===== config.mk =====
export PLATFORM = sky130hd
export DESIGN_NAME = vbdm_ctrl
export DESIGN_NICKNAME = d
export VERILOG_FILES = /design/src/hdl/vbdm_pkg.sv /design/src/hdl/vbdm_ctrl.sv
export SDC_FILE = /design/constraint.sdc
export NUM_CORES = 1
export LEC_CHECK = 0
export BUFFER_PORTS_ARGS = -buffer_cell sky130_fd_sc_hd__buf_2
export CAP_MARGIN = 20
export CORE_AREA = 2 2 39 41
export CTS_BUF_LIST = sky130_fd_sc_hd__clkbuf_8
export DETAILED_ROUTE_END_ITERATION = 8
export DIE_AREA = 0 0 41 43
export PLACE_DENSITY = 0.51
export SKIP_LAST_GASP = 1
export SYNTH_ARGS = -nofsm -noshare
export SYNTH_HDL_FRONTEND = slang
export SYNTH_SLANG_ARGS = --single-unit

===== constraint.sdc =====
create_clock -name clk -period 1.1 [get_ports clk]
set_input_delay 0.11 -clock clk [delete_from_list [all_inputs] [get_ports clk]]
set_output_delay 0.11 -clock clk [all_outputs]
set_load 0.02 [all_outputs]

===== src/hdl/vbdm_pkg.sv =====
`timescale 1ns / 1ps
`default_nettype none
package vbdm_pkg;
	localparam int unsigned CFG_IDX_W = 3;
	localparam int unsigned CFG_DATA_W = 20;

	typedef enum logic [CFG_IDX_W-1:0] {
		REG_START_COUNT = 3'd0,
		REG_VIB_MIN_COUNT = 3'd1,
		REG_DRIFT_MIN_COUNT = 3'd2,
		REG_VIB_RMS_FLOOR = 3'd3,
		REG_GROWTH_RATIO = 3'd4,
		REG_GRAVITY_REF = 3'd5,
		REG_DRIFT_LIMIT = 3'd6
	} reg_idx_t;

	typedef struct packed {
		logic [7:0] start_count;
		logic [7:0] vib_min_count;
		logic [7:0] drift_min_count;
		logic [18:0] vib_rms_floor;
		logic [11:0] growth_ratio;
		logic signed [19:0] gravity_ref;
		logic [18:0] drift_limit;
	} cfg_t;

	typedef struct packed {
		logic load;
		logic clear;
		logic accum;
		logic eval_go;
		logic div_go;
		logic div_step;
		logic finish;
	} dp_cmd_t;

	typedef struct packed {
		logic scan_last;
		logic pipe_idle;
		logic eval_done;
		logic div_last;
	} dp_sts_t;
endpackage
`default_nettype wire


===== src/hdl/vbdm_ctrl.sv =====
`timescale 1ns / 1ps
`default_nettype none
module vbdm_ctrl
	import vbdm_pkg::*;
(
	input wire logic clk,
	input wire logic arst_n,
	input wire logic in_valid,
	output logic in_ready,
	output logic out_valid,
	input wire logic out_ready,
	output dp_cmd_t cmd,
	input wire dp_sts_t sts
);
	typedef enum logic [2:0] {S_IDLE, S_SCAN, S_FLUSH, S_EVAL, S_DIV, S_DONE, S_OUT} state_t;
	state_t state_q;

	assign in_ready = (state_q == S_IDLE);

	always_comb begin
		cmd = '0;
		cmd.load = in_ready && in_valid;
		cmd.clear = cmd.load;
		cmd.accum = (state_q == S_SCAN);
		cmd.eval_go = (state_q == S_FLUSH) && sts.pipe_idle;
		cmd.div_go = cmd.eval_go;
		cmd.div_step = (state_q == S_EVAL) || (state_q == S_DIV);
		cmd.finish = (state_q == S_DONE);
	end

	always_ff @(posedge clk or negedge arst_n) begin
		if (!arst_n) begin
			state_q <= S_IDLE;
			out_valid <= 1'b0;
		end else begin
			case (state_q)
				S_IDLE: if (in_valid) state_q <= S_SCAN;
				S_SCAN: if (sts.scan_last) state_q <= S_FLUSH;
				S_FLUSH: if (sts.pipe_idle) state_q <= S_EVAL;
				S_EVAL: state_q <= S_DIV;
				S_DIV: if (sts.div_last && sts.eval_done) state_q <= S_DONE;
				S_DONE: begin
					out_valid <= 1'b1;
					state_q <= S_OUT;
				end
				S_OUT: if (out_ready) begin
					out_valid <= 1'b0;
					state_q <= S_IDLE;
				end
				default: state_q <= S_IDLE;
			endcase
		end
	end

`ifndef SYNTHESIS
	a_ready_idle: assert property (@(posedge clk) disable iff (!arst_n)
		in_ready |-> !out_valid) else $error("ready while result held");
	a_out_hold: assert property (@(posedge clk) disable iff (!arst_n)
		out_valid && !out_ready |=> out_valid) else $error("result dropped");
	a_done_out: assert property (@(posedge clk) disable iff (!arst_n)
		cmd.finish |=> out_valid) else $error("missing result");
`endif
endmodule
`default_nettype wire

==> results_dict.tcl <==
set metrics [dict create \
    gp_congestion 0.730 \
    fin_skew_ns 0.00269 \
    die_x_um 41 \
    die_y_um 43 \
    period_needed_ns 1.26 \
    place_area_um2 415 \
    hp-class "primary input to flip-flop" \
    cp_max_fo 8 \
    grt_pass1_vias 353 \
    drive_gt1_share_pct 68.3 \
    fmax_mhz 795 \
    tightest_slew_ns 0.194 \
    antenna_found_initial 0 \
    wl_um 858 \
    crit_buf_inv 1 \
    syn_area_um2 297 \
    critical_path_required_ns 0.99 \
    cts_buffer_depth 2 \
    ys_types 20 \
    holdWs_ns 0.192 \
    crit_path_start_kind "flip-flop" \
    outcome "finished with violations" \
    syn_inst 36 \
    power.density_mw_per_mm2 3200 \
    nNetsFinal 73 \
    utilization_pct 43.8 \
    drt-initial-drc-count 0 \
    diodes 0 \
    dr.pass1.iters 1 \
    setup_viol 9 \
    hold_violations 0 \
    synth_warnings 0 \
    critPathKind "flip-flop to output port" \
    slew_viol_final 0 \
    fillers 150 \
    vias 353 \
    syn-num-nets 44 \
    cap_viol_max_count 0 \
    drc 0 \
    grt_max_degree 9 \
    io_buffers 16 \
    clkTransAtPathRegs_ns 0.03 \
    synth_area_per_cell_um2 8.24 \
    ys_seq_area_share_pct 33.8 \
    cts_buffers 3 \
    relSlewSlack_pct 87.0 \
    crit_family "flip-flops" \
    worstSkewPairLatency_ns 0.21 \
    critPathSlowestCell "dfrtp_2" \
    tritoncts "yes" \
    power.total_uw 1940 \
    dp_hpwl_um 541 \
    path_cells "and4bb_4, buf_6" \
    drtAntennaViolNets 0 \
    start_util_pct 21.4 \
    synth_seq_cells 4 \
    grt_overflow 0 \
    clockRootBuffer "clkbuf_8" \
    grt.total_usage_pct 12.1 \
    core_mm2 0.00138 \
    rsz0062_at_grt "yes" \
    grt_pass1_wl_mm 1.41 \
    violations "setup timing" \
    cp_slowest_stage_delay_ns 0.47 \
    num_io_pins 17 \
    clock_sinks 4 \
    cts.htree.levels 1 \
    critPathCaptureType "output port" \
    post-route-period-util_pct 114 \
    arrival_ns 1.15 \
    drt-vias-per-instance 4.47 \
    fp-row-count 14 \
    power.leakage_uw 0.000289 \
    irDropWorstVdd_uv 1370 \
    area_delta_synth_final_pct 104 \
    dieArea_mm2 0.00176 \
    wl_per_cell_um 10.9 \
    dp_slack_ns -0.0297 \
    finalWorstSetupSlack_ns -0.158 \
    fin_area_um2 606 \
]
==> Yosys cell counts <==
library cell | instances | share of area, %
nand2b_1 | 1 | 2.1
and2_1 | 1 | 2.1
nor2_1 | 2 | 2.5
nor3_1 | 2 | 3.4
o31ai_1 | 1 | 2.5
inv_1 | 2 | 2.5
buf_2 | 2 | 3.4
nand3b_1 | 1 | 2.5
o22ai_2 | 1 | 4.2
dfrtp_1 | 4 | 34
and4bb_2 | 1 | 4.2
mux2i_1 | 1 | 3.4
o21bai_1 | 1 | 2.5
a21oi_1 | 2 | 3.4
nand3_1 | 2 | 3.4
buf_6 | 1 | 3.8
nand2_1 | 4 | 5.1
o21ai_0 | 3 | 5.1
buf_4 | 2 | 5.1
o21a_1 | 2 | 5.1
==> final timing paths <==
path                            start         end  slack, ns  cells after the start
setup / recovery           state_q[2]      cmd[2]      -0.16                      2
hold / removal                 sts[3]  state_q[1]       0.19                      3
setup reg to reg           state_q[2]  state_q[0]      -0.02                      4
hold reg to reg             out_valid   out_valid       0.53                      2
max in group asynchronous      arst_n  state_q[0]       0.74                      2
min in group asynchronous      arst_n  state_q[1]       0.23                      2
==> sequential cells by signal, summed over array words and instances (netlist names) <==
name,count
state_q,3
out_valid,1
==> layer usage <==
metal	GRT usage [%]	wire length, um	share of wire [%]
met3	0	41	4.8
met2	16.9	415	48
met1	15.6	383	45
met4	12.0	18	2.1
met5	0	0	0
==> worst reg2reg max path, delay by kind of cell, from the launching register on <==
family	cells	cell delay [ns]
DFF	1	0.47
AOI/OAI and AO/OA	3	0.45
buffers and inverters	1	0.15
==> layout by cell type, fill, tap and decap left out, drive strengths merged <==
cell type and instances:
o31ai 1, clkbuf 3, a21oi 2, buf 28
o21a 2, nor2 2, mux2i 1, nor3 2
nand2 4, nand2b 1, and4bb 1, dfrtp 4
and2 1, o21bai 1, dlygate4sd3 1, o21ai 3
o22ai 1, nand3b 1, nand3 2, inv 2
==> where the power goes <==
group          internal, uW  total (uW)  switching [uW]
registers               228         363             136
clock network           233         303            69.9
logic                   719        1270             552
total                  1180        1940             758
==> cells by family after synthesis <==
family / share of synthesized area, %
compound gates: 22.8
buf+inv: 14.8
flops: 33.8
mux: 3.38
simple gates: 25.3
==> metrics by stage <==
step | TNS, ns | cells
CTS | -1.11 | 79
finish | -1.06 | 79
global route | -1.47 | 79
global placement | -0.0971 | 68
detailed placement | -0.146 | 68
floorplan | -0.325 | 36
==> repair_timing <==
item / 4_1_cts / 5_1_grt
setup endpoints to repair: 10 / 10
hold buffers: 1 / 0
hold endpoints to repair: 4 / 0
pin swaps: 2 / 2
gates resized for setup: 15 / 11
gates cloned: 0 / 0
setup buffers: 7 / 0
==> layout make-up <==
class                           count  area (um2)  area share, %
Inverter                            2        7.51           1.24
Multi-Input combinational cell     25         201           33.3
Timing Repair Buffer               29         231           38.2
Sequential cell                     4         104           17.1
Tap cell                           16        20.0           3.31
Clock buffer                        3        41.3           6.82
(Power assumes the default switching activity.)
